==> config.mk <==
export PLATFORM = sky130hd
export DESIGN_NAME = keypad_led_animation_sequencer_flat
export DESIGN_NICKNAME = d
export VERILOG_FILES = /design/src/rtl/kl_pkg.sv /design/src/rtl/kl_req_if.sv /design/src/rtl/kl_rsp_if.sv /design/src/rtl/kl_csr_if.sv /design/src/rtl/kl_mod.sv /design/src/rtl/kl_dp.sv /design/src/rtl/kl_ctrl.sv /design/src/rtl/keypad_led_animation_sequencer.sv /design/src/flat_wrapper.sv
export SDC_FILE = /design/constraint.sdc
export NUM_CORES = 1
export LEC_CHECK = 0
export ABC_AREA = 0
export BUFFER_PORTS_ARGS = -buffer_cell sky130_fd_sc_hd__buf_2
export CAP_MARGIN = 20
export CORE_ASPECT_RATIO = 1.1
export CORE_UTILIZATION = 34
export CTS_BUF_LIST = sky130_fd_sc_hd__clkbuf_2 sky130_fd_sc_hd__clkbuf_4 sky130_fd_sc_hd__clkbuf_8
export DETAILED_ROUTE_END_ITERATION = 10
export SLEW_MARGIN = 0
export SYNTH_ARGS = -nofsm -noshare
export SYNTH_HDL_FRONTEND = slang
export SYNTH_SLANG_ARGS = --single-unit
export TNS_END_PERCENT = 1
==> constraint.sdc <==
create_clock -name clock -period 8.5 [get_ports clock]
set_clock_uncertainty 0.15 [all_clocks]
set_input_delay 0.85 -clock clock [delete_from_list [all_inputs] [get_ports clock]]
set_output_delay 0.85 -clock clock [all_outputs]
set_load 0.05 [all_outputs]
==> src/rtl/kl_pkg.sv <==
// Shared types, codes, constants and helpers of the keypad LED animation sequencer.
`timescale 1ns / 1ps
`default_nettype none
package kl_pkg;

   localparam int KEY_LEDS   = 12;
   localparam int TOTAL_LEDS = 18;

   localparam int CFG_IDX_W  = 3;
   localparam int CFG_DATA_W = 10;
   localparam int COUNT_W    = 16;
   localparam int TICKS_W    = 10;

   localparam logic [2:0] PAT_IDLE    = 3'd0;
   localparam logic [2:0] PAT_ALL_ON  = 3'd1;
   localparam logic [2:0] PAT_ALL_OFF = 3'd2;
   localparam logic [2:0] PAT_TOUCH   = 3'd3;
   localparam logic [2:0] PAT_BLINK   = 3'd4;
   localparam logic [2:0] PAT_SWEEP   = 3'd5;

   localparam logic [CFG_IDX_W-1:0] REG_BRIGHTNESS   = 3'd0;
   localparam logic [CFG_IDX_W-1:0] REG_CURRENT_CODE = 3'd1;
   localparam logic [CFG_IDX_W-1:0] REG_TOUCH_TICKS  = 3'd2;
   localparam logic [CFG_IDX_W-1:0] REG_BLINK_TOTAL  = 3'd3;
   localparam logic [CFG_IDX_W-1:0] REG_BLINK_TOGGLE = 3'd4;
   localparam logic [CFG_IDX_W-1:0] REG_SWEEP_STEP   = 3'd5;

   localparam logic [7:0]         RST_BRIGHTNESS   = 8'd255;
   localparam logic [7:0]         RST_CURRENT_CODE = 8'd0;
   localparam logic [TICKS_W-1:0] RST_TOUCH_TICKS  = 10'd6;
   localparam logic [TICKS_W-1:0] RST_BLINK_TOTAL  = 10'd80;
   localparam logic [TICKS_W-1:0] RST_BLINK_TOGGLE = 10'd20;
   localparam logic [TICKS_W-1:0] RST_SWEEP_STEP   = 10'd30;

   localparam logic [11:0] BITS_ALL_ON  = 12'hFFF;
   localparam logic [11:0] BITS_ALL_OFF = 12'h000;
   localparam logic [11:0] BITS_CROSS   = 12'h155;

   localparam logic WRITE_SINGLE = 1'b0;
   localparam logic WRITE_FRAME  = 1'b1;

   typedef struct packed {
      logic        kind;
      logic [4:0]  idx;
      logic        on;
      logic [11:0] frame;
   } wr_type;

   typedef struct packed {
      logic play_load;
      logic tick_start;
      logic exec;
      logic advance;
   } cmd_type;

   typedef struct packed {
      logic       div_done;
      logic [1:0] exec_count;
      logic [1:0] held_count;
      logic       last;
   } status_type;

   function automatic logic [11:0] to_physical(input logic [11:0] p);
      return {p[11], p[9:0], p[10]};
   endfunction

endpackage
`default_nettype wire

==> src/rtl/kl_req_if.sv <==
// Input item channel: valid, ready and the play or tick fields.
`timescale 1ns / 1ps
`default_nettype none
interface kl_req_if;
   logic       valid;
   logic       ready;
   logic       mode;
   logic [2:0] pattern;
   logic [4:0] key_index;

   modport source (output valid, mode, pattern, key_index, input ready);
   modport sink (input valid, mode, pattern, key_index, output ready);
endinterface
`default_nettype wire

==> src/rtl/kl_rsp_if.sv <==
// Result channel: valid, ready and the fields of one LED write.
`timescale 1ns / 1ps
`default_nettype none
interface kl_rsp_if;
   logic        valid;
   logic        ready;
   logic        write_kind;
   logic [4:0]  led_index;
   logic        led_on;
   logic [11:0] frame_bits;
   logic [7:0]  pwm_level;
   logic [7:0]  drive_current;
   logic        last_write;

   modport source (output valid, write_kind, led_index, led_on, frame_bits, pwm_level,
                   drive_current, last_write, input ready);
   modport sink (input valid, write_kind, led_index, led_on, frame_bits, pwm_level,
                 drive_current, last_write, output ready);
endinterface
`default_nettype wire

==> src/rtl/kl_csr_if.sv <==
// Configuration write channel: valid, ready, register index and write data.
`timescale 1ns / 1ps
`default_nettype none
interface kl_csr_if;
   logic       valid;
   logic       ready;
   logic [2:0] index;
   logic [9:0] data;

   modport source (output valid, index, data, input ready);
   modport sink (input valid, index, data, output ready);
endinterface
`default_nettype wire

==> src/rtl/kl_mod.sv <==
// Bit-serial restoring remainder unit that reports whether a count is a multiple of a period.
`timescale 1ns / 1ps
`default_nettype none
module kl_mod import kl_pkg::*; (
   input  logic               clock,
   input  logic               reset,
   input  logic               start,
   input  logic [COUNT_W-1:0] dividend,
   input  logic [TICKS_W-1:0] divisor,
   output logic               done,
   output logic               rem_zero
);

   logic [TICKS_W-1:0] rem_ff, rem_in;
   logic [TICKS_W-1:0] dvs_ff;
   logic [COUNT_W-1:0] dvd_ff;
   logic [3:0]         step_ff;
   logic               busy_ff;
   logic               done_ff;
   logic [TICKS_W:0]   trial;

   assign trial = {rem_ff, dvd_ff[COUNT_W-1]};

   always_comb begin
      if (trial >= {1'b0, dvs_ff}) begin
         rem_in = TICKS_W'(trial - {1'b0, dvs_ff});
      end else begin
         rem_in = trial[TICKS_W-1:0];
      end
   end

   always_ff @(posedge clock) begin
      if (reset) begin
         busy_ff <= 1'b0;
         done_ff <= 1'b0;
         step_ff <= '0;
      end else begin
         done_ff <= busy_ff && (step_ff == 4'd15);
         if (start) begin
            busy_ff <= 1'b1;
            step_ff <= '0;
         end else if (busy_ff) begin
            step_ff <= step_ff + 4'd1;
            if (step_ff == 4'd15) begin
               busy_ff <= 1'b0;
            end
         end
      end
   end

   always_ff @(posedge clock) begin
      if (start) begin
         rem_ff <= '0;
         dvd_ff <= dividend;
         dvs_ff <= (divisor == '0) ? TICKS_W'(1) : divisor;
      end else if (busy_ff) begin
         rem_ff <= rem_in;
         dvd_ff <= {dvd_ff[COUNT_W-2:0], 1'b0};
      end
   end

   assign done     = done_ff;
   assign rem_zero = (rem_ff == '0);

endmodule
`default_nettype wire

==> src/rtl/kl_dp.sv <==
// Datapath: configuration registers, pattern state, tick evaluation and the write buffer.
`timescale 1ns / 1ps
`default_nettype none
module kl_dp import kl_pkg::*; (
   input  logic                 clock,
   input  logic                 reset,
   input  cmd_type              cmd,
   output status_type           status,
   input  logic [2:0]           req_pattern,
   input  logic [4:0]           req_key_index,
   input  logic                 csr_write,
   input  logic [CFG_IDX_W-1:0] csr_index,
   input  logic [CFG_DATA_W-1:0] csr_data,
   output logic                 rsp_write_kind,
   output logic [4:0]           rsp_led_index,
   output logic                 rsp_led_on,
   output logic [11:0]          rsp_frame_bits,
   output logic [7:0]           rsp_pwm_level,
   output logic [7:0]           rsp_drive_current,
   output logic                 rsp_last_write
);

   logic [7:0]         bright_ff, current_ff;
   logic [TICKS_W-1:0] touch_ff, total_ff, toggle_ff, step_ff;

   logic [2:0]         active_ff, active_in;
   logic [2:0]         seen_ff;
   logic [COUNT_W-1:0] count_ff, count_in;
   logic               phase_ff, phase_in;
   logic [3:0]         row_ff, row_in;
   logic [4:0]         prev_ff, prev_in;
   logic [4:0]         key_ff;

   wr_type             list_ff [3];
   wr_type             list_in [3];
   logic [1:0]         num_ff, num_in;
   logic [1:0]         ptr_ff;

   logic               restart;
   logic [COUNT_W-1:0] count_eff, count_inc;
   logic               phase_eff;
   logic [3:0]         row_eff, row_sel, row_next;
   logic [COUNT_W-1:0] dividend;
   logic [TICKS_W-1:0] divisor;
   logic [11:0]        sweep_shift;
   logic               div_done, rem_zero;

   assign restart   = (active_ff != seen_ff);
   assign count_eff = restart ? '0 : count_ff;
   assign phase_eff = restart ? 1'b0 : phase_ff;
   assign row_eff   = restart ? 4'd0 : row_ff;
   assign count_inc = count_eff + COUNT_W'(1);
   assign row_sel   = (count_eff == '0) ? 4'd0 : row_eff;
   assign row_next  = row_sel + 4'd3;
   assign sweep_shift = 12'(7) << row_sel;

   assign dividend = (active_ff == PAT_BLINK) ? count_inc : count_eff;
   assign divisor  = (active_ff == PAT_BLINK) ? toggle_ff : step_ff;

   kl_mod u_mod (
      .clock    (clock),
      .reset    (reset),
      .start    (cmd.tick_start),
      .dividend (dividend),
      .divisor  (divisor),
      .done     (div_done),
      .rem_zero (rem_zero)
   );

   always_comb begin
      active_in = active_ff;
      count_in  = count_eff;
      phase_in  = phase_eff;
      row_in    = row_eff;
      prev_in   = prev_ff;
      num_in    = 2'd0;
      for (int i = 0; i < 3; i++) begin
         list_in[i] = '0;
      end
      case (active_ff)
         PAT_ALL_ON: begin
            list_in[num_in] = '{WRITE_FRAME, 5'd0, 1'b0, BITS_ALL_ON};
            num_in = num_in + 2'd1;
            active_in = PAT_IDLE;
         end
         PAT_ALL_OFF: begin
            list_in[num_in] = '{WRITE_FRAME, 5'd0, 1'b0, BITS_ALL_OFF};
            num_in = num_in + 2'd1;
            active_in = PAT_IDLE;
         end
         PAT_TOUCH: begin
            if ((count_eff == '0) && (key_ff < 5'(TOTAL_LEDS))) begin
               list_in[num_in] = '{WRITE_SINGLE, key_ff, 1'b0, 12'd0};
               num_in = num_in + 2'd1;
            end
            if (key_ff != prev_ff) begin
               if (prev_ff < 5'(TOTAL_LEDS)) begin
                  list_in[num_in] = '{WRITE_SINGLE, prev_ff, 1'b1, 12'd0};
                  num_in = num_in + 2'd1;
               end
               prev_in = key_ff;
            end
            count_in = count_inc;
            if (count_inc > COUNT_W'(touch_ff)) begin
               active_in = PAT_IDLE;
               if (key_ff < 5'(KEY_LEDS)) begin
                  list_in[num_in] = '{WRITE_SINGLE, key_ff, 1'b1, 12'd0};
                  num_in = num_in + 2'd1;
               end
            end
         end
         PAT_BLINK: begin
            if (count_eff == '0) begin
               list_in[num_in] = '{WRITE_FRAME, 5'd0, 1'b0, to_physical(BITS_CROSS)};
               num_in = num_in + 2'd1;
               phase_in = 1'b0;
            end
            count_in = count_inc;
            if (count_inc > COUNT_W'(total_ff)) begin
               list_in[num_in] = '{WRITE_FRAME, 5'd0, 1'b0, BITS_ALL_ON};
               num_in = num_in + 2'd1;
               active_in = PAT_IDLE;
            end else if (rem_zero) begin
               phase_in = ~phase_in;
               list_in[num_in] = '{WRITE_FRAME, 5'd0, 1'b0,
                                   phase_in ? BITS_ALL_OFF : to_physical(BITS_CROSS)};
               num_in = num_in + 2'd1;
            end
         end
         PAT_SWEEP: begin
            row_in = row_sel;
            if (rem_zero) begin
               list_in[num_in] = '{WRITE_FRAME, 5'd0, 1'b0, to_physical(sweep_shift)};
               num_in = num_in + 2'd1;
               row_in = row_next;
               if (row_next >= 4'(KEY_LEDS)) begin
                  list_in[num_in] = '{WRITE_FRAME, 5'd0, 1'b0, BITS_ALL_ON};
                  num_in = num_in + 2'd1;
                  active_in = PAT_IDLE;
               end
            end
            count_in = count_inc;
         end
         PAT_IDLE: begin
         end
         default: begin
            active_in = PAT_IDLE;
         end
      endcase
   end

   always_ff @(posedge clock) begin
      if (reset) begin
         bright_ff  <= RST_BRIGHTNESS;
         current_ff <= RST_CURRENT_CODE;
         touch_ff   <= RST_TOUCH_TICKS;
         total_ff   <= RST_BLINK_TOTAL;
         toggle_ff  <= RST_BLINK_TOGGLE;
         step_ff    <= RST_SWEEP_STEP;
      end else if (csr_write) begin
         unique case (csr_index)
            REG_BRIGHTNESS:   bright_ff  <= csr_data[7:0];
            REG_CURRENT_CODE: current_ff <= csr_data[7:0];
            REG_TOUCH_TICKS:  touch_ff   <= csr_data;
            REG_BLINK_TOTAL:  total_ff   <= csr_data;
            REG_BLINK_TOGGLE: toggle_ff  <= csr_data;
            REG_SWEEP_STEP:   step_ff    <= csr_data;
            default: begin
            end
         endcase
      end
   end

   always_ff @(posedge clock) begin
      if (reset) begin
         active_ff <= PAT_ALL_ON;
         seen_ff   <= PAT_IDLE;
         count_ff  <= '0;
         phase_ff  <= 1'b0;
         row_ff    <= '0;
         prev_ff   <= '0;
         num_ff    <= '0;
         ptr_ff    <= '0;
      end else begin
         if (cmd.play_load) begin
            active_ff <= req_pattern;
         end
         if (cmd.exec) begin
            active_ff <= active_in;
            seen_ff   <= active_ff;
            count_ff  <= count_in;
            phase_ff  <= phase_in;
            row_ff    <= row_in;
            prev_ff   <= prev_in;
            num_ff    <= num_in;
            ptr_ff    <= '0;
         end
         if (cmd.advance) begin
            ptr_ff <= ptr_ff + 2'd1;
         end
      end
   end

   always_ff @(posedge clock) begin
      if (cmd.tick_start) begin
         key_ff <= req_key_index;
      end
      if (cmd.exec) begin
         list_ff <= list_in;
      end
   end

   assign status.div_done   = div_done;
   assign status.exec_count = num_in;
   assign status.held_count = num_ff;
   assign status.last       = (ptr_ff == (num_ff - 2'd1));

   assign rsp_write_kind    = list_ff[ptr_ff].kind;
   assign rsp_led_index     = list_ff[ptr_ff].idx;
   assign rsp_led_on        = list_ff[ptr_ff].on;
   assign rsp_frame_bits    = list_ff[ptr_ff].frame;
   assign rsp_pwm_level     = bright_ff;
   assign rsp_drive_current = current_ff;
   assign rsp_last_write    = status.last;

endmodule
`default_nettype wire

==> src/rtl/kl_ctrl.sv <==
// Controller state machine: item acceptance, remainder wait, evaluation and write emission.
`timescale 1ns / 1ps
`default_nettype none
module kl_ctrl import kl_pkg::*; (
   input  logic       clock,
   input  logic       reset,
   input  logic       req_valid,
   input  logic       req_mode,
   output logic       req_ready,
   output logic       rsp_valid,
   input  logic       rsp_ready,
   output cmd_type    cmd,
   input  status_type status
);

   localparam logic [1:0] ST_IDLE = 2'd0;
   localparam logic [1:0] ST_DIV  = 2'd1;
   localparam logic [1:0] ST_EXEC = 2'd2;
   localparam logic [1:0] ST_EMIT = 2'd3;

   logic [1:0] state_ff, state_in;

   always_comb begin
      state_in = state_ff;
      cmd      = '0;
      unique case (state_ff)
         ST_IDLE: begin
            if (req_valid) begin
               if (req_mode) begin
                  cmd.play_load = 1'b1;
               end else begin
                  cmd.tick_start = 1'b1;
                  state_in = ST_DIV;
               end
            end
         end
         ST_DIV: begin
            if (status.div_done) begin
               state_in = ST_EXEC;
            end
         end
         ST_EXEC: begin
            cmd.exec = 1'b1;
            state_in = (status.exec_count != 2'd0) ? ST_EMIT : ST_IDLE;
         end
         ST_EMIT: begin
            if (rsp_ready) begin
               cmd.advance = 1'b1;
               if (status.last) begin
                  state_in = ST_IDLE;
               end
            end
         end
         default: begin
            state_in = ST_IDLE;
         end
      endcase
   end

   always_ff @(posedge clock) begin
      if (reset) begin
         state_ff <= ST_IDLE;
      end else begin
         state_ff <= state_in;
      end
   end

   assign req_ready = (state_ff == ST_IDLE);
   assign rsp_valid = (state_ff == ST_EMIT);

   a_emit_has_writes: assert property (@(posedge clock) disable iff (reset)
      (state_ff == ST_EMIT) |-> (status.held_count != 2'd0))
      else $error("emitting with an empty write buffer");

   a_done_only_in_wait: assert property (@(posedge clock) disable iff (reset)
      status.div_done |-> (state_ff == ST_DIV))
      else $error("remainder unit finished outside the wait state");

   a_tick_starts_wait: assert property (@(posedge clock) disable iff (reset)
      cmd.tick_start |=> (state_ff == ST_DIV))
      else $error("tick transfer did not enter the wait state");

   a_last_leaves_emit: assert property (@(posedge clock) disable iff (reset)
      (rsp_valid && rsp_ready && status.last) |=> req_ready)
      else $error("block not ready after the last write transfer");

endmodule
`default_nettype wire

==> src/rtl/keypad_led_animation_sequencer.sv <==
// A tick is accepted, then passes through the remainder wait (ST_DIV) and evaluation (ST_EXEC) states.
// Writes then follow one per cycle while rsp is ready.
// A play transfer is accepted in the idle state and the block is ready again in the next cycle.
// The bit-serial remainder unit checks the blink and sweep periods.
// Synchronous active-high reset restores register defaults and the all-on pattern.
`timescale 1ns / 1ps
`default_nettype none
module keypad_led_animation_sequencer import kl_pkg::*; (
   input  logic   clock,
   input  logic   reset,
   kl_req_if.sink   req_bus,
   kl_rsp_if.source rsp_bus,
   kl_csr_if.sink   csr_bus
);

   cmd_type    cmd;
   status_type status;

   assign csr_bus.ready = 1'b1;

   kl_ctrl u_ctrl (
      .clock     (clock),
      .reset     (reset),
      .req_valid (req_bus.valid),
      .req_mode  (req_bus.mode),
      .req_ready (req_bus.ready),
      .rsp_valid (rsp_bus.valid),
      .rsp_ready (rsp_bus.ready),
      .cmd       (cmd),
      .status    (status)
   );

   kl_dp u_dp (
      .clock             (clock),
      .reset             (reset),
      .cmd               (cmd),
      .status            (status),
      .req_pattern       (req_bus.pattern),
      .req_key_index     (req_bus.key_index),
      .csr_write         (csr_bus.valid),
      .csr_index         (csr_bus.index),
      .csr_data          (csr_bus.data),
      .rsp_write_kind    (rsp_bus.write_kind),
      .rsp_led_index     (rsp_bus.led_index),
      .rsp_led_on        (rsp_bus.led_on),
      .rsp_frame_bits    (rsp_bus.frame_bits),
      .rsp_pwm_level     (rsp_bus.pwm_level),
      .rsp_drive_current (rsp_bus.drive_current),
      .rsp_last_write    (rsp_bus.last_write)
   );

endmodule
`default_nettype wire

==> src/flat_wrapper.sv <==
// flat-port wrapper written by rule: the top's interface ports become plain ports
module keypad_led_animation_sequencer_flat import kl_pkg::*;
  (clock, reset, req_bus_valid, req_bus_mode, req_bus_pattern, req_bus_key_index, req_bus_ready, rsp_bus_valid, rsp_bus_write_kind, rsp_bus_led_index, rsp_bus_led_on, rsp_bus_frame_bits, rsp_bus_pwm_level, rsp_bus_drive_current, rsp_bus_last_write, rsp_bus_ready, csr_bus_valid, csr_bus_index, csr_bus_data, csr_bus_ready);
  kl_req_if req_bus_i ();
  kl_rsp_if rsp_bus_i ();
  kl_csr_if csr_bus_i ();
  input  logic clock;
  input  logic reset;
  input wire logic [$bits(req_bus_i.valid)-1:0] req_bus_valid;
  input wire logic [$bits(req_bus_i.mode)-1:0] req_bus_mode;
  input wire logic [$bits(req_bus_i.pattern)-1:0] req_bus_pattern;
  input wire logic [$bits(req_bus_i.key_index)-1:0] req_bus_key_index;
  output wire logic [$bits(req_bus_i.ready)-1:0] req_bus_ready;
  output wire logic [$bits(rsp_bus_i.valid)-1:0] rsp_bus_valid;
  output wire logic [$bits(rsp_bus_i.write_kind)-1:0] rsp_bus_write_kind;
  output wire logic [$bits(rsp_bus_i.led_index)-1:0] rsp_bus_led_index;
  output wire logic [$bits(rsp_bus_i.led_on)-1:0] rsp_bus_led_on;
  output wire logic [$bits(rsp_bus_i.frame_bits)-1:0] rsp_bus_frame_bits;
  output wire logic [$bits(rsp_bus_i.pwm_level)-1:0] rsp_bus_pwm_level;
  output wire logic [$bits(rsp_bus_i.drive_current)-1:0] rsp_bus_drive_current;
  output wire logic [$bits(rsp_bus_i.last_write)-1:0] rsp_bus_last_write;
  input wire logic [$bits(rsp_bus_i.ready)-1:0] rsp_bus_ready;
  input wire logic [$bits(csr_bus_i.valid)-1:0] csr_bus_valid;
  input wire logic [$bits(csr_bus_i.index)-1:0] csr_bus_index;
  input wire logic [$bits(csr_bus_i.data)-1:0] csr_bus_data;
  output wire logic [$bits(csr_bus_i.ready)-1:0] csr_bus_ready;
  assign req_bus_i.valid = req_bus_valid;
  assign req_bus_i.mode = req_bus_mode;
  assign req_bus_i.pattern = req_bus_pattern;
  assign req_bus_i.key_index = req_bus_key_index;
  assign req_bus_ready = req_bus_i.ready;
  assign rsp_bus_valid = rsp_bus_i.valid;
  assign rsp_bus_write_kind = rsp_bus_i.write_kind;
  assign rsp_bus_led_index = rsp_bus_i.led_index;
  assign rsp_bus_led_on = rsp_bus_i.led_on;
  assign rsp_bus_frame_bits = rsp_bus_i.frame_bits;
  assign rsp_bus_pwm_level = rsp_bus_i.pwm_level;
  assign rsp_bus_drive_current = rsp_bus_i.drive_current;
  assign rsp_bus_last_write = rsp_bus_i.last_write;
  assign rsp_bus_i.ready = rsp_bus_ready;
  assign csr_bus_i.valid = csr_bus_valid;
  assign csr_bus_i.index = csr_bus_index;
  assign csr_bus_i.data = csr_bus_data;
  assign csr_bus_ready = csr_bus_i.ready;
  keypad_led_animation_sequencer u_core (.clock(clock), .reset(reset), .req_bus(req_bus_i), .rsp_bus(rsp_bus_i), .csr_bus(csr_bus_i));
endmodule
==> Word-level counts from Yosys, hierarchy flattened <==
Cells that the tools add are included.
{ "classes": {"n_addsub": 9, "n_mul": 0, "div_mod_pow": 0, "n_lt_le_gt_ge": 14, "eq_ne": 27, "shifts": 1, "muxes": 86, "bitwise_logic": 8, "n_reduce_logical": 27} }
{ "op_table": {"columns": ["cell", "n"], "rows": [
  ["57-bit two-way mux", 7],
  ["57-bit bitwise mux", 3],
  ["19-bit two-way mux", 9],
  ["19-bit demux with 2-bit select", 3],
  ["19-bit one-hot mux with 5 select lines", 1],
  ["16-bit two-way mux", 5],
  ["19-bit one-hot mux with 3 select lines", 1],
  ["2-bit two-way mux", 21],
  ["39-bit bitwise OR", 1],
  ["19-bit binary-select mux with 2-bit select", 1],
  ["38-bit two-way mux", 1],
  ["19-bit one-hot mux with 2 select lines", 1],
  ["16-bit by 10-bit > comparator with 1-bit output", 2],
  ["10-bit two-way mux", 3],
  ["10-bit logical NOT", 2],
  ["18-bit bitwise AND", 1],
  ["18-bit two-way mux", 1],
  ["3-bit two-way mux", 6],
  ["18-bit inverter", 1],
  ["16-bit by 1-bit adder with 16-bit output (second input constant)", 1],
  ["16-bit logical NOT", 1],
  ["1-bit two-way mux", 16],
  ["4-bit two-way mux", 4],
  ["2-bit one-hot mux with 4 select lines", 2],
  ["other kinds (37)", 78]
]} }
{ "word_totals": {"ff_bits": 198, "latchBits": 0, "ramBits": 0, "romBits": 0, "input_bits": 27, "output_inout_bits": 39, "elab_cells": 206, "n_memories": 0} }

==> Longest topological paths before layout <==
{ "depth": {"word_depth": 19, "mapped_depth": 22, "ltp_nobuf": 19} }

==> Hierarchy <==
From an unflattened synthesis, not the netlist that was laid out.
{ "hier_totals": {"cells_unflattened": 1168, "area_unflattened_um2": 9884.5} }
{ "modules_own_cells": {"columns": ["module", "instances", "cells_each", "area_each_um2", "seq_area_each_um2"], "rows": [
  ["kl_dp", 1, 941, 7428.4, 3012.9],
  ["kl_mod", 1, 209, 2313.5, 1101.1],
  ["kl_ctrl", 1, 16, 131.4, 40.0],
  ["keypad_led_animation_sequencer", 1, 2, 11.3, 0.0]
]} }

==> Worst setup path after synthesis <==
Ideal clock, no wire load.
{ "synth_timing": {"kind": "register to register", "startpoint": "reg u_core.u_dp.active_ff[1]", "endpoint": "reg u_core.u_dp.list_ff[33] in the netlist's numbering (data pin)", "setup_time_ns": 0.266, "arrival_ns": 3.956, "required_ns": 8.084, "slack_ns": 4.128, "stages_incl_launch_ff": 23, "n_path_buf": 3, "synth_period_minus_slack_ns": 4.372, "path_cell_list": "dfxtp_1 xor2_1 nor3_2 clkbuf_1 nand2_1 inv_1 ha_1 and3_1 clkbuf_1 nand3_1 xor2_1 nor2_1 ha_1 and3_1 nand3_1 o21bai_1 a21oi_1 o22ai_1 o22ai_2 buf_4 nand2_1 mux2i_1 nor2_1"} }
{ "synth_between": {"elab_chain_len": 19, "elab_cells_between_ends": 49, "classes_between": "2 x add/sub; 8 x order compare; 4 x eq/ne; 25 x mux; 5 x bitwise; 5 x reduce/logical"} }
{ "synth_lines": {"columns": ["element", "line_no", "text"], "rows": [
  ["start: declaration", "kl_dp.sv:26", "logic [2:0] active_ff, active_in;"],
  ["start signal: assignment", "kl_dp.sv:186", "active_ff <= req_pattern;"],
  ["start signal: assignment", "kl_dp.sv:189", "active_ff <= active_in;"],
  ["3-bit != test", "kl_dp.sv:48", "assign restart = (active_ff != seen_ff);"],
  ["16-bit two-way mux", "kl_dp.sv:49", "assign count_eff = restart ? '0 : count_ff;"],
  ["16-bit logical NOT", "kl_dp.sv:92, kl_dp.sv:113", null],
  ["1-bit logical AND", "kl_dp.sv:92", "if ((count_eff == '0) && (key_ff < 5'(TOTAL_LEDS))) begin"],
  ["1-bit two-way mux", "kl_dp.sv:92", null],
  ["2-bit two-way mux", "kl_dp.sv:80", "case (active_ff)"],
  ["2-bit by 1-bit adder with 2-bit output / 2-bit inverter with 3-bit output (equally long branches)", "kl_dp.sv:99, kl_dp.sv:98", null],
  ["2-bit two-way mux, or another cell as far along", "kl_dp.sv:97", "if (prev_ff < 5'(TOTAL_LEDS)) begin"],
  ["(+3 left out)", null, null],
  ["3-bit greater-or-equal comparator (implied by the code), or another cell as far along", "kl_dp.sv:107", "list_in[num_in] = '{WRITE_SINGLE, key_ff, 1'b1, 12'd0};"],
  ["1-bit logical AND (implied by the code) / 57-bit two-way mux (equally long branches)", "kl_dp.sv:107, kl_dp.sv:97", null],
  ["19-bit two-way mux (implied by the code) / 57-bit two-way mux (equally long branches)", "kl_dp.sv:107, kl_dp.sv:96", null],
  ["19-bit demux with 2-bit select / 57-bit two-way mux (equally long branches)", "kl_dp.sv:107, kl_dp.sv:80", null],
  ["57-bit bitwise mux", "kl_dp.sv:107", null],
  ["57-bit two-way mux", "kl_dp.sv:106", "if (key_ff < 5'(KEY_LEDS)) begin"],
  ["57-bit two-way mux", "kl_dp.sv:104", "if (count_inc > COUNT_W'(touch_ff)) begin"],
  ["19-bit one-hot mux with 3 select lines *", "kl_dp.sv:80", null],
  ["end signal: assignment", "kl_dp.sv:209", "list_ff <= list_in;"],
  ["end: declaration", "kl_dp.sv:34", "wr_type list_ff [3];"]
]} }
Every way passes the cells marked *; elsewhere a longest branch is shown, timed or not. The select of a mux whose other input is x is not followed.
A chain may end at the register's enable or synchronous reset.

==> Worst setup path in the final report <==
{ "layout_timing": {"startpoint": "reg u_core.u_dp.active_ff[1]", "endpoint": "reg u_core.u_dp.list_ff[34] in the netlist's numbering (data pin)"} }
The elaborated chain is that of the path after synthesis.

==> summary.txt <==
Outcome -> complete, no violations
CP arrival -> 5.19 ns
Critical path peak fanout -> 17
First-pass GRT wire length -> 38.4 mm
DR iter-0 viols -> 461
Hold buffers post-CTS -> 0
Synthesized area -> 9790 um2
Mapped Nets -> 1234
Area leader, netlist -> dfxtp_1
GRT Overall Usage -> 16.1%
CTS tree -> built
DR vias/cell -> 5.12
Final non-filler cell total -> 1559
Crit end category -> flip-flop
Vias after detailed routing -> 7988
CTS buffer count -> 17
Final setup vio count -> 0
Worst-Margin Slew -> 1.09 ns
Initial Util -> 34.9%
Main synth FF type -> dfxtp_1
WL per Instance -> 14.9 um
Startpoint Class -> flip-flop
Gr ovfl total -> 0
R2r worst-path depth -> 20
Die Span Y -> 180 um
Final Hold Viols -> 0
Hold path cells -> 2
Top cells by area, synth -> dfxtp_1, edfxtp_1, nand2_1
# placed instances -> 1527
Register area share after synthesis -> 42.4%
Total Die Area -> 29500 um2
Launching point of the worst reg2reg path -> u_core.u_dp.active_ff[1]
Clk slew on worst S/H paths -> 0.10 ns
Placed wire-length estimate -> 16.1 mm
DRT antenna net count -> 0
Vias in the first global route -> 7555
IO Port Bufs -> 64
Setup Fix Bufs, Post-CTS -> 0
Final Cycle Share -> 60.4%
Reg-to-reg slack, setup -> 3.37 ns
Fraction of layout cells with a size suffix above 1 -> 10.5%
Area grow syn2layout -> 10.1%
Final #Nets -> 1257
DRC Markers -> 0
Minimum clock period after layout -> 5.13 ns
Routability cong. -> 0.832
Skew-Pair Late Insertion Delay -> 0.47 ns
Routed WL -> 23.2 mm
Hold Startpoint -> u_core.u_dp.touch_ff[6]
Hold Path Class -> flip-flop to flip-flop
Leakage power -> 0.00414 uW
Fmax -> 195 MHz
Ys async rst share -> 0%
Root buf cell -> clkbuf_8
Total iterations of the first detailed-routing run -> 5
FP Rows -> 64
Setup TNS -> 0 ns
CTS max path bufs -> 2
Cell variety after synth -> 72
Worst R2R End -> u_core.u_dp.list_ff[34]
Worst hold endpoint -> u_core.u_dp.touch_ff[6]
Diodes inserted -> 0
Number of synthesized flops with an enable pin -> 65
Core ar. -> 28000 um2
CTS resizes -> 0
Pin count of the biggest net entering global routing -> 101
Antenna violations before repair -> 0
H-tree depth -> 4
Syn Area/Cell -> 8.44 um2
Sinks on Clock Net -> 175
RSZ-0062 raised after global routing -> false
IR Drop Worst-Case VDD -> 0.0976 mV
Gate count of the mapped netlist -> 1160
Share of the synthesized area in the top cell type -> 22.5%
Critical Path RT -> 8.56 ns
Worst slew margin -> 27.1%
Register bit count reported by yosys -> 175
Yosys warnings -> 0
P per Cell Area -> 172 nW/um2
Final Slew Violations -> 0
Maxcap violations -> 0
Die W -> 164 um
Io pins -> 66
Crit Path Class -> flip-flop to flip-flop
Post-Route Utilization -> 38.5%
-- power breakdown --
part	leakage [uW]	switching (uW)	internal [uW]	total (uW)
clock network	0.000219	338	302	640
registers	0.00151	31.0	907	938
logic	0.00241	168	105	273
-- cells by family (layout without fill, tap and decap cells) --
logic type / count (synthesis) / in the layout / share of synthesized area [%]
adders and majority gates: 47 / 47 / 6.08
xor gates and xnor gates: 45 / 45 / 4.03
AOI/OAI and AO/OA: 271 / 271 / 16.6
other: 2 / 2 / 0.0767
muxes: 33 / 33 / 3.39
and+or+nand+nor: 467 / 467 / 22.5
buffers and inverters: 120 / 156 / 4.93
DFF: 175 / 175 / 42.4
-- sequential cells by signal, indices dropped and copies added (netlist names), 3 cells and up --
name	flops
u_core.u_dp.toggle_ff	10
u_core.u_dp.prev_ff	5
u_core.u_dp.u_mod.step_ff	4
u_core.u_dp.u_mod.rem_ff	10
u_core.u_dp.count_ff	16
u_core.u_dp.active_ff	3
u_core.u_dp.list_ff	34
u_core.u_dp.key_ff	5
u_core.u_dp.step_ff	10
u_core.u_dp.u_mod.dvd_ff	16
u_core.u_dp.seen_ff	3
u_core.u_dp.row_ff	4
u_core.u_dp.u_mod.dvs_ff	10
u_core.u_dp.rsp_pwm_level	8
u_core.u_dp.total_ff	10
u_core.u_dp.touch_ff	10
u_core.u_dp.rsp_drive_current	8
-- metal layers --
layer / up-vias / part of all wire [%] / global-route usage, %
li1: 4056 / - / -
met1: 3727 / 47 / 21.8
met2: 178 / 47 / 25.8
met3: 27 / 3.7 / 2.17
met4: 0 / 2.3 / 6.15
met5: - / 0 / 0
-- layout make-up --
class,count,area (um2)
tap,363,454
fill,2910,17200
clock buffer,17,234
multi-input combinational,865,5150
inverter,50,188
sequential,175,4150
clock inverter,15,200
timing repair buffer,74,393
-- worst max-delay path by stage --
stage	startpoint	endpoint	slack, ns	cells past startpoint
2_1_floorplan	u_core.u_dp.active_ff[1]	u_core.u_dp.list_ff[33]	4.13	22
3_3_place_gp	u_core.u_dp.active_ff[1]	u_core.u_dp.list_ff[33]	3.59	20
3_5_place_dp	u_core.u_dp.active_ff[1]	u_core.u_dp.list_ff[35]	3.51	20
4_1_cts	u_core.u_dp.active_ff[1]	u_core.u_dp.list_ff[35]	3.39	20
5_1_grt	u_core.u_dp.active_ff[1]	u_core.u_dp.list_ff[34]	2.94	20
6_report	u_core.u_dp.active_ff[1]	u_core.u_dp.list_ff[34]	3.37	20
-- worst max-delay path, cell delays in order, from the launching register on --
cell and delay [ns]:
dfxtp_1 0.65, xor2_1 0.17, nor3_2 0.18, buf_4 0.24, nand2_1 0.15, inv_1 0.13, ha_1 0.31, and3_1 0.30
nand3_1 0.18, xor2_1 0.19, nor2_1 0.09, ha_1 0.35, and3_1 0.15, nand3_1 0.10, o21bai_1 0.17, a21oi_1 0.12
o22ai_1 0.17, o22ai_2 0.53, nand2_1 0.28, mux2i_1 0.22, nor2_1 0.06
-- cell usage after synthesis, drive strengths merged, types with 19 or more instances --
cell and number:
nand3 32, xnor2 25, a21oi 110, nand2b 24, inv 49, nor3 19
mux2i 32, ha 46, edfxtp 65, nand2 208, xor2 20, clkbuf 52
nor2 87, o21ai 78, dfxtp 110
-- through the flow --
| stage | cell area (um2) | power (uW) | setup slack [ns] | hold slack [ns] |
|---|---|---|---|---|
| 4_1_cts | 10800 | 1870 | 3.39 | 0.312 |
| 2_1_floorplan | 9790 | 1160 | 4.13 | 0.286 |
| 3_5_place_dp | 10300 | 1230 | 3.51 | 0.297 |
| 5_1_grt | 10800 | 1940 | 2.94 | 0.323 |
| 6_report | 10800 | 1850 | 3.37 | 0.309 |
| 3_3_place_gp | 10300 | 1230 | 3.59 | 0.291 |
-- placed cells by master (no fill, tap or decap), types with 32 or more instances in the layout --
| cell | n |
|---|---|
| ha_1 | 46 |
| o21ai_0 | 75 |
| nand3_1 | 32 |
| a21oi_1 | 109 |
| buf_2 | 65 |
| dfxtp_1 | 110 |
| edfxtp_1 | 65 |
| inv_1 | 48 |
| nand2_1 | 208 |
| nor2_1 | 86 |
| mux2i_1 | 32 |
Note: power is estimated with default switching activity, not from simulation.
